$ cat config.mk
export PLATFORM = sky130hd
export DESIGN_NAME = packed_string_field_validator
export DESIGN_NICKNAME = d
export VERILOG_FILES = /design/src/rtl/core/psfv_pkg.sv /design/src/rtl/core/psfv_cfg.sv /design/src/rtl/core/psfv_scan.sv /design/src/rtl/core/packed_string_field_validator.sv
export VERILOG_INCLUDE_DIRS = /design/src /design/src/rtl/core
export SDC_FILE = /design/constraint.sdc
export NUM_CORES = 1
export LEC_CHECK = 0
export BUFFER_PORTS_ARGS = -buffer_cell sky130_fd_sc_hd__buf_2
export CAP_MARGIN = 0
export CORE_UTILIZATION = 35
export CTS_CLUSTER_SIZE = 40
export DETAILED_ROUTE_END_ITERATION = 6
export GPL_TIMING_DRIVEN = 0
export MAX_ROUTING_LAYER = met4
export PLACE_DENSITY = 0.55
export SETUP_SLACK_MARGIN = 0.05
export SLEW_MARGIN = 20
export SYNTH_ARGS = -nofsm -noshare
export SYNTH_HDL_FRONTEND = slang
export SYNTH_SLANG_ARGS = --single-unit
$ cat constraint.sdc
create_clock -name clk_i -period 10.1 [get_ports clk_i]
set_clock_uncertainty 0.1 [all_clocks]
set_input_delay 2.02 -clock clk_i [delete_from_list [all_inputs] [get_ports clk_i]]
set_output_delay 2.02 -clock clk_i [all_outputs]
set_load 0.03 [all_outputs]
$ cat src/rtl/core/packed_string_field_validator_defines.svh
// Assertion macros for the packed string field validator.
// Included by the top level; no other dependencies.
`ifndef PACKED_STRING_FIELD_VALIDATOR_DEFINES_SVH
`define PACKED_STRING_FIELD_VALIDATOR_DEFINES_SVH

// Same-cycle implication, disabled while reset is asserted.
`define PSFV_ASSERT_IMP(label, clk, rst_n, ante, cons, msg) \
  label: assert property (@(posedge clk) disable iff (!rst_n) (ante) |-> (cons)) \
    else $error(msg);

// Next-cycle implication, disabled while reset is asserted.
`define PSFV_ASSERT_NXT(label, clk, rst_n, ante, cons, msg) \
  label: assert property (@(posedge clk) disable iff (!rst_n) (ante) |=> (cons)) \
    else $error(msg);

`endif

$ cat src/rtl/core/psfv_pkg.sv
// Shared types and constants of the packed string field validator.
// No dependencies.
package psfv_pkg;

  localparam int unsigned BUFFER_BYTES_DEF = 255;
  localparam int unsigned CFG_IDX_W        = 3;
  localparam int unsigned CFG_DATA_W       = 8;

  typedef enum logic [1:0] {
    ENC_UNTERM    = 2'd0,
    ENC_NULTERM   = 2'd1,
    ENC_MULTIPART = 2'd2,
    ENC_SEQUENCE  = 2'd3
  } encoding_e;

  localparam logic [CFG_IDX_W-1:0] REG_MODE     = 3'd0;
  localparam logic [CFG_IDX_W-1:0] REG_MAX_LEN  = 3'd1;
  localparam logic [CFG_IDX_W-1:0] REG_MIN_SECS = 3'd2;
  localparam logic [CFG_IDX_W-1:0] REG_MAX_SECS = 3'd3;
  localparam logic [CFG_IDX_W-1:0] REG_SEQ_TERM = 3'd4;

  typedef struct packed {
    encoding_e  mode;
    logic [7:0] max_len;
    logic [7:0] min_secs;
    logic [7:0] max_secs;
    logic [7:0] seq_term;
  } cfg_t;

  typedef struct packed {
    logic       string_valid;
    logic [7:0] packed_length;
    logic [7:0] section_count;
  } result_t;

endpackage

$ cat src/rtl/core/psfv_cfg.sv
// Configuration register file of the packed string field validator.
// Depends on psfv_pkg.
module psfv_cfg (
  input  logic                               clk_i,
  input  logic                               rst_ni,
  input  logic                               cfg_valid_i,
  output logic                               cfg_ready_o,
  input  logic [psfv_pkg::CFG_IDX_W-1:0]     cfg_index_i,
  input  logic [psfv_pkg::CFG_DATA_W-1:0]    cfg_wdata_i,
  output psfv_pkg::cfg_t                     cfg_o
);
  import psfv_pkg::*;

  cfg_t cfg_q, cfg_d;

  // Writes never wait.
  assign cfg_ready_o = 1'b1;

  always_comb begin
    cfg_d = cfg_q;
    if (cfg_valid_i) begin
      unique case (cfg_index_i)
        REG_MODE:     cfg_d.mode     = encoding_e'(cfg_wdata_i[1:0]);
        REG_MAX_LEN:  cfg_d.max_len  = cfg_wdata_i;
        REG_MIN_SECS: cfg_d.min_secs = cfg_wdata_i;
        REG_MAX_SECS: cfg_d.max_secs = cfg_wdata_i;
        REG_SEQ_TERM: cfg_d.seq_term = cfg_wdata_i;
        default: ; // drop writes to unmapped indexes
      endcase
    end
  end

  always_ff @(posedge clk_i or negedge rst_ni) begin
    if (!rst_ni) begin
      cfg_q.mode     <= ENC_NULTERM;
      cfg_q.max_len  <= 8'd255;
      cfg_q.min_secs <= 8'd0;
      cfg_q.max_secs <= 8'd255;
      cfg_q.seq_term <= 8'd0;
    end else begin
      cfg_q <= cfg_d;
    end
  end

  assign cfg_o = cfg_q;

endmodule

$ cat src/rtl/core/psfv_scan.sv
// Per-byte scanner: string state registers and the one-byte update logic.
// Depends on psfv_pkg.
module psfv_scan #(
  parameter int unsigned BUFFER_BYTES = psfv_pkg::BUFFER_BYTES_DEF
) (
  input  logic              clk_i,
  input  logic              rst_ni,
  input  psfv_pkg::cfg_t    cfg_i,
  input  logic              take_i,
  input  logic [7:0]        byte_i,
  input  logic              last_i,
  output psfv_pkg::result_t res_o
);
  import psfv_pkg::*;

  localparam int unsigned PosW = $clog2(BUFFER_BYTES + 1);

  typedef struct packed {
    logic [PosW-1:0] pos;
    logic            decided;
    logic            verdict;
    logic [7:0]      len;
    logic [7:0]      secs;
    logic [7:0]      csl;
    logic            prev_nul;
    logic            first_nul;
  } scan_t;

  scan_t st_q, st_d;

  function automatic scan_t settle(scan_t s, logic ok, logic [7:0] len, logic [7:0] secs);
    scan_t r;
    r         = s;
    r.decided = 1'b1;
    r.verdict = ok;
    r.len     = len;
    r.secs    = secs;
    return r;
  endfunction

  function automatic logic [7:0] sat_inc(logic [7:0] v);
    return (v == 8'd255) ? v : v + 8'd1;
  endfunction

  always_comb begin
    logic [8:0] p9;
    logic [8:0] m9;
    logic [8:0] maxl9;
    logic       done;
    scan_t      fin;

    st_d  = st_q;
    res_o = '0;
    p9    = 9'(st_q.pos);
    m9    = {1'b0, cfg_i.max_len};
    maxl9 = m9 - {1'b0, st_q.len} - 9'd1;
    done  = 1'b0;
    fin   = st_q;

    if (take_i) begin
      if (st_q.pos < PosW'(BUFFER_BYTES)) begin
        if (!st_q.decided) begin
          unique case (cfg_i.mode)
            ENC_UNTERM: begin
              if (byte_i == 8'd0) begin
                st_d = settle(st_d, st_q.len <= cfg_i.max_len, st_q.len, 8'd1);
              end else begin
                st_d.len = st_q.len + 8'd1;
              end
            end
            ENC_NULTERM: begin
              if (p9 < m9 && byte_i == 8'd0) begin
                st_d = settle(st_d, 1'b1, 8'(p9 + 9'd1), 8'd1);
              end else if (p9 + 9'd1 >= m9) begin
                st_d = settle(st_d, 1'b0, 8'd0, 8'd0);
              end
            end
            ENC_MULTIPART: begin
              if (st_q.csl == 8'd0 &&
                  (st_q.len >= cfg_i.max_len || st_q.secs >= cfg_i.max_secs)) begin
                st_d = settle(st_d, st_q.secs >= cfg_i.min_secs, st_q.len, st_q.secs);
              end else if (byte_i == 8'd0) begin
                if (st_q.csl == 8'd0 && st_q.secs >= cfg_i.min_secs) begin
                  // empty optional section ends the string
                  st_d = settle(st_d, 1'b1, st_q.len, st_q.secs);
                end else begin
                  st_d.len  = st_q.len + st_q.csl + 8'd1;
                  st_d.secs = sat_inc(st_q.secs);
                  st_d.csl  = 8'd0;
                end
              end else begin
                st_d.csl = st_q.csl + 8'd1;
                if ({1'b0, st_q.len} + {1'b0, st_q.csl} + 9'd1 >= m9) begin
                  st_d = settle(st_d, 1'b0, 8'd0, 8'd0);
                end
              end
            end
            ENC_SEQUENCE: begin
              if (cfg_i.seq_term == 8'd0) begin
                if (p9 == 9'd1 && st_q.first_nul && byte_i == 8'd0) begin
                  // double NUL at the start: empty sequence
                  st_d = settle(st_d, 1'b1, 8'd2, 8'd0);
                end else begin
                  if (p9 == 9'd0) st_d.first_nul = (byte_i == 8'd0);
                  if (p9 < m9) begin
                    if (byte_i == 8'd0) begin
                      if (st_q.prev_nul) begin
                        st_d = settle(st_d, 1'b1, 8'(p9 + 9'd1), st_q.secs);
                        done = 1'b1;
                      end else begin
                        st_d.secs     = sat_inc(st_q.secs);
                        st_d.prev_nul = 1'b1;
                      end
                    end else begin
                      st_d.prev_nul = 1'b0;
                    end
                  end
                  if (!done && p9 >= 9'd1 && p9 + 9'd1 >= m9) begin
                    st_d = settle(st_d, 1'b0, 8'd0, 8'd0);
                  end
                end
              end else if (st_q.csl == 8'd0) begin
                if (st_q.len >= cfg_i.max_len) begin
                  st_d = settle(st_d, 1'b0, 8'd0, 8'd0);
                end else if (byte_i == cfg_i.seq_term) begin
                  st_d = settle(st_d, 1'b1, st_q.len + 8'd1, st_q.secs);
                end else if (maxl9 == 9'd0) begin
                  st_d = settle(st_d, 1'b0, 8'd0, 8'd0);
                end else if (byte_i == 8'd0) begin
                  st_d.len  = st_q.len + 8'd1;
                  st_d.secs = sat_inc(st_q.secs);
                end else begin
                  st_d.csl = 8'd1;
                  if (maxl9 == 9'd1) st_d = settle(st_d, 1'b0, 8'd0, 8'd0);
                end
              end else begin
                if (byte_i == 8'd0) begin
                  st_d.len  = st_q.len + st_q.csl + 8'd1;
                  st_d.secs = sat_inc(st_q.secs);
                  st_d.csl  = 8'd0;
                end else begin
                  st_d.csl = st_q.csl + 8'd1;
                  if ({1'b0, st_q.csl} + 9'd1 == maxl9) begin
                    st_d = settle(st_d, 1'b0, 8'd0, 8'd0);
                  end
                end
              end
            end
          endcase
        end
        st_d.pos = st_q.pos + PosW'(1);
      end

      if (last_i) begin
        fin = st_d;
        if (!fin.decided) begin
          unique case (cfg_i.mode) inside
            ENC_UNTERM: begin
              fin = settle(fin, fin.len <= cfg_i.max_len, fin.len, 8'd1);
            end
            ENC_MULTIPART: begin
              if (fin.csl == 8'd0 &&
                  (fin.len >= cfg_i.max_len || fin.secs >= cfg_i.max_secs)) begin
                fin = settle(fin, fin.secs >= cfg_i.min_secs, fin.len, fin.secs);
              end else begin
                fin = settle(fin, 1'b0, 8'd0, 8'd0);
              end
            end
            ENC_NULTERM, ENC_SEQUENCE: begin
              fin = settle(fin, 1'b0, 8'd0, 8'd0);
            end
          endcase
        end
        res_o.string_valid  = fin.verdict;
        res_o.packed_length = fin.verdict ? fin.len : 8'd0;
        res_o.section_count = fin.verdict ? fin.secs : 8'd0;
        st_d = '0;
      end
    end
  end

  always_ff @(posedge clk_i or negedge rst_ni) begin
    if (!rst_ni) begin
      st_q <= '0;
    end else begin
      st_q <= st_d;
    end
  end

endmodule

$ cat src/rtl/core/packed_string_field_validator.sv
// Channel   | Direction | Handshake                     | Beat payload
// data      | in        | data_valid_i / data_stall_o   | data_byte_i, last_byte_i
// result    | out       | result_valid_o / result_stall_i | string_valid_o, packed_length_o,
//           |           |                               |   section_count_o
// cfg       | in        | cfg_valid_i / cfg_ready_o     | cfg_index_i, cfg_wdata_i
//
// One byte per cycle sustained. A byte lands in the input register, and the scanner
// updates the string state from it once it takes the byte from there; on the last byte
// the verdict is loaded into the result register, so the result shows once the last
// beat has passed the input register and the result register. The only stall is a last
// byte meeting a full, stalled result register. Reset clears the configuration to its
// defaults and the string state to empty; cfg_ready_o is always high.
//
// Top level of the packed string field validator.
// Depends on psfv_pkg, psfv_cfg, psfv_scan and the assertion macro header.
`include "packed_string_field_validator_defines.svh"

module packed_string_field_validator #(
  parameter int unsigned BUFFER_BYTES = psfv_pkg::BUFFER_BYTES_DEF
) (
  input  logic                            clk_i,
  input  logic                            rst_ni,
  // byte stream
  input  logic                            data_valid_i,
  output logic                            data_stall_o,
  input  logic [7:0]                      data_byte_i,
  input  logic                            last_byte_i,
  // verdict stream
  output logic                            result_valid_o,
  input  logic                            result_stall_i,
  output logic                            string_valid_o,
  output logic [7:0]                      packed_length_o,
  output logic [7:0]                      section_count_o,
  // register writes
  input  logic                            cfg_valid_i,
  output logic                            cfg_ready_o,
  input  logic [psfv_pkg::CFG_IDX_W-1:0]  cfg_index_i,
  input  logic [psfv_pkg::CFG_DATA_W-1:0] cfg_wdata_i
);
  import psfv_pkg::*;

  cfg_t    cfg;
  result_t scan_res;

  // Input register: one byte beat waiting for the scanner.
  logic       in_vld_q, in_vld_d;
  logic [7:0] in_byte_q;
  logic       in_last_q;

  // Result register.
  logic       out_vld_q, out_vld_d;
  result_t    out_res_q;

  logic out_free;   // result register can take a new verdict this cycle
  logic scan_take;  // scanner consumes the held byte this cycle
  logic in_load;    // input register takes a new beat

  assign out_free  = !out_vld_q || !result_stall_i;
  // A non-final byte never needs the result register; a last byte waits for it.
  assign scan_take = in_vld_q && (!in_last_q || out_free);
  assign data_stall_o = in_vld_q && !scan_take;
  assign in_load   = data_valid_i && !data_stall_o;

  assign in_vld_d  = in_load || (in_vld_q && !scan_take);
  assign out_vld_d = (scan_take && in_last_q) || (out_vld_q && result_stall_i);

  psfv_cfg u_cfg (
    .clk_i       (clk_i),
    .rst_ni      (rst_ni),
    .cfg_valid_i (cfg_valid_i),
    .cfg_ready_o (cfg_ready_o),
    .cfg_index_i (cfg_index_i),
    .cfg_wdata_i (cfg_wdata_i),
    .cfg_o       (cfg)
  );

  psfv_scan #(
    .BUFFER_BYTES (BUFFER_BYTES)
  ) u_scan (
    .clk_i  (clk_i),
    .rst_ni (rst_ni),
    .cfg_i  (cfg),
    .take_i (scan_take),
    .byte_i (in_byte_q),
    .last_i (in_last_q),
    .res_o  (scan_res)
  );

  always_ff @(posedge clk_i or negedge rst_ni) begin
    if (!rst_ni) begin
      in_vld_q  <= 1'b0;
      out_vld_q <= 1'b0;
    end else begin
      in_vld_q  <= in_vld_d;
      out_vld_q <= out_vld_d;
    end
  end

  // Payload: hold the byte until the scanner takes it, hold the verdict while stalled.
  always_ff @(posedge clk_i) begin
    if (in_load) begin
      in_byte_q <= data_byte_i;
      in_last_q <= last_byte_i;
    end
    if (scan_take && in_last_q) begin
      out_res_q <= scan_res;
    end
  end

  assign result_valid_o  = out_vld_q;
  assign string_valid_o  = out_res_q.string_valid;
  assign packed_length_o = out_res_q.packed_length;
  assign section_count_o = out_res_q.section_count;

  // An invalid verdict carries zero length and zero sections.
  `PSFV_ASSERT_IMP(a_invalid_zero, clk_i, rst_ni, result_valid_o && !string_valid_o, packed_length_o == 8'd0 && section_count_o == 8'd0, "invalid verdict with nonzero payload")
  // Back-pressure only from a last byte blocked by a stalled verdict.
  `PSFV_ASSERT_IMP(a_stall_cause, clk_i, rst_ni, data_stall_o, in_vld_q && in_last_q && out_vld_q && result_stall_i, "input stalled without a blocked verdict")
  // A consumed last byte always produces a verdict beat.
  `PSFV_ASSERT_NXT(a_last_gives_result, clk_i, rst_ni, scan_take && in_last_q, result_valid_o, "last byte consumed but no verdict")

endmodule

==> metrics <==
I/O pin count=45; Worst setup SP type=flop; slowest cell on the critical path=a2111oi_0; syn_area_per_cell=7.99 um2; synthesized flop and latch total=98; cts bufs inserted=9; setup TNS=0 ps; ant diodes=0; GRT Total Usage=0.299; final-report max-slew violation count=0; Seq pwr share=0.201; Layout fillers=2796; Top Family by Delay on Critical Path=compound AO/OA/AOI/OAI gates; Max Buffers Root-to-Sink=2; clock sinks=98; final hold viol count=0; ranking of synthesized cells by area=dfrtp_1, ha_1, edfxtp_1; clock slew at reported path FFs=80 ps; DP Area=10400 um2; VDD IR max=0.000122 V; antenna violations before repair=0; Yosys cell types=90; Int Power=1.32 mW; DP HPWL=31700 um; 1st-pass router iterations=5; number of synthesized flops with an enable pin=26; fin cells=1648; Logic pwr share=0.665; worst min path class=reg2reg; Top cell by count, worst path=inv_1; sw frac=0.540; RSZ-0062 raised after global routing=false; post-route design area=10700 um2; Clock power frac=0.135; Net Switching=1.55 mW; CTS tree=yes; Tcrit/Tclk final=0.881; Synth Instances=1216; Synth Flop Type=dfrtp_1; critical path peak fanout=9; Max H-tree Level=3; Worst path max stage delay=730 ps; layout cells sized above 1=0.111; CP Data Required Time=10240 ps; Die Area=28400 um2; total power per unit cell area=267 nW/um2; FMAX=112 MHz; synth cell count leaders=nand2_1, o21ai_0, nor2_1; largest net degree at the start of global routing=51; minimum clock period=8890 ps; FFs w/ async S/R, synth=0.735; cell taking the most area after synthesis=dfrtp_1; die height=169 um; # hold bufs at CTS=0; WP buf/inv=6; WS Path Type=reg2reg; Layout area overhead=10.7%; Fin Hold WS=426 ps; Post-Syn Area=9710 um2; Root Buffer=clkbuf_16; Vias=10057; slew of the pin with the lowest slew margin=1130 ps; status=finished clean; max-cap violations=0; clk_lat worst skew=370 ps; Placer Congestion=0.999; IO buf count=43; top-count cell post-synth=nand2_1; Crit. End Element=flop; relative slew slack=0.239; Yosys top cell area share=0.142; DIE WIDTH=169 um; number of global-route vias before repair=9431; DR DRC count=0; # Post-CTS Setup Buffers=0; post-synthesis sequential area ratio=0.268; grt total ovfl=0; syn nets=1338; vias per cell=6.10; crit path DAT=9040 ps; Final #Nets=1393; wire per inst=24.9 um; cts repair resizes=0; remaining antenna violation count=0; first-pass GRT wire length=60800 um; row count=60; leakage power=4.49 nW; CORE AREA=27100 um2; Starting Density=0.358; dpl cells=1632; setup violators final=0; final WL=41000 um; initial DRC count=1001; Yosys Warn Count=0
## cell usage in the layout, fill, tap and decap left out, types with 5 or more instances in the layout
cell type | synthesis | final
buf_2 | 12 | 54
o21ai_1 | 7 | 8
inv_1 | 61 | 61
nand4_1 | 16 | 16
o21ai_0 | 107 | 106
a21o_1 | 20 | 20
dfstp_2 | 17 | 17
nor2b_1 | 13 | 13
nor4_1 | 11 | 11
a22oi_1 | 5 | 5
clkbuf_16 | 0 | 9
o211a_1 | 5 | 5
a211oi_1 | 17 | 17
nand2b_1 | 13 | 13
o211ai_1 | 15 | 15
a31oi_1 | 12 | 12
nor3_1 | 28 | 27
ha_1 | 95 | 95
dfrtp_1 | 55 | 55
xnor2_1 | 24 | 24
o221ai_1 | 8 | 8
nand3_1 | 51 | 51
o31ai_1 | 15 | 15
nor2_1 | 102 | 100
clkbuf_1 | 50 | 50
a21oi_1 | 79 | 79
mux2_2 | 19 | 19
edfxtp_1 | 26 | 26
and3_1 | 15 | 15
and2_1 | 14 | 14
nand2_1 | 126 | 126
a22o_1 | 9 | 9
a21boi_0 | 6 | 6
o21a_1 | 12 | 12
o22ai_1 | 15 | 15
xor2_1 | 24 | 24
## power groups by stage
stage	combinational, mW	sequential (mW)	clock, mW
2_1_floorplan	1.27	0.550	0
3_3_place_gp	1.83	0.581	0
3_5_place_dp	1.84	0.582	0
4_1_cts	1.85	0.574	0.392
5_1_grt	2.06	0.582	0.405
6_report	1.91	0.576	0.386
## state kept, by name, indices dropped and copies added, names as in the netlist
register / count
packed_length_o: 8
string_valid_o: 1
result_valid_o: 1
section_count_o: 8
u_scan.st_q: 36
in_vld_q: 1
in_byte_q: 8
u_cfg.cfg_o: 34
in_last_q: 1
## path summary, 6_finish.rpt
path	start	cells after the start	endpoint	slack, ps
setup / recovery	u_scan.st_q[18]	30	packed_length_o[1]	1210
hold / removal	result_valid_o	2	result_valid_o	430
setup reg to reg	u_scan.st_q[18]	30	packed_length_o[1]	1210
hold reg to reg	result_valid_o	2	result_valid_o	430
max in group asynchronous	rst_ni	2	u_cfg.cfg_o[12]	7770
min in group asynchronous	rst_ni	1	u_scan.st_q[30]	1460
## logic make-up (layout without fill, tap and decap cells)
group           count (synthesis)  in the layout  share of synthesized area
flops                          98             98                      0.268
xor+xnor                       48             48                     0.0433
other cells                     1              1                   0.000386
mux                            22             22                     0.0251
buf+inv                       131            191                     0.0549
simple gates                  420            420                      0.207
compound gates                399            399                      0.274
fa+ha+maj                      97             97                      0.127
## per-layer routing
layer  part of all wire  wire length (um)  up-vias  global-route usage
met2               0.43             17700      483               0.446
met1               0.44             18100     4868               0.400
met3              0.077              3160      109              0.0414
met5                  0                 0        -                   -
met4              0.049              2020        0               0.141
li1                   -                 -     4597                   -
## stage by stage
stage | utilization | setup slack, ps | power [mW]
3_3_place_gp | 0.383 | 1490 | 2.41
6_report | 0.397 | 1210 | 2.87
2_1_floorplan | - | 3900 | 1.82
3_5_place_dp | 0.385 | 1500 | 2.42
4_1_cts | 0.396 | 1450 | 2.82
5_1_grt | 0.397 | 1000 | 3.05
## cell type report
class	instances	area (um2)	area share
inverter	62	233	0.0217
clock inverter	7	91.3	0.00850
clock buffer	9	225	0.0210
multi-input combinational	987	6590	0.613
buffer	69	300	0.0279
timing repair buffer	44	245	0.0228
sequential	98	2600	0.242
tap	372	465	0.0433
## worst min-delay path, delay by kind of cell (launching register included)
family	cells	cell delay [ps]
and+or+nand+nor	2	110
DFF	1	390
No activity file was read; power rests on OpenSTA's default activity.
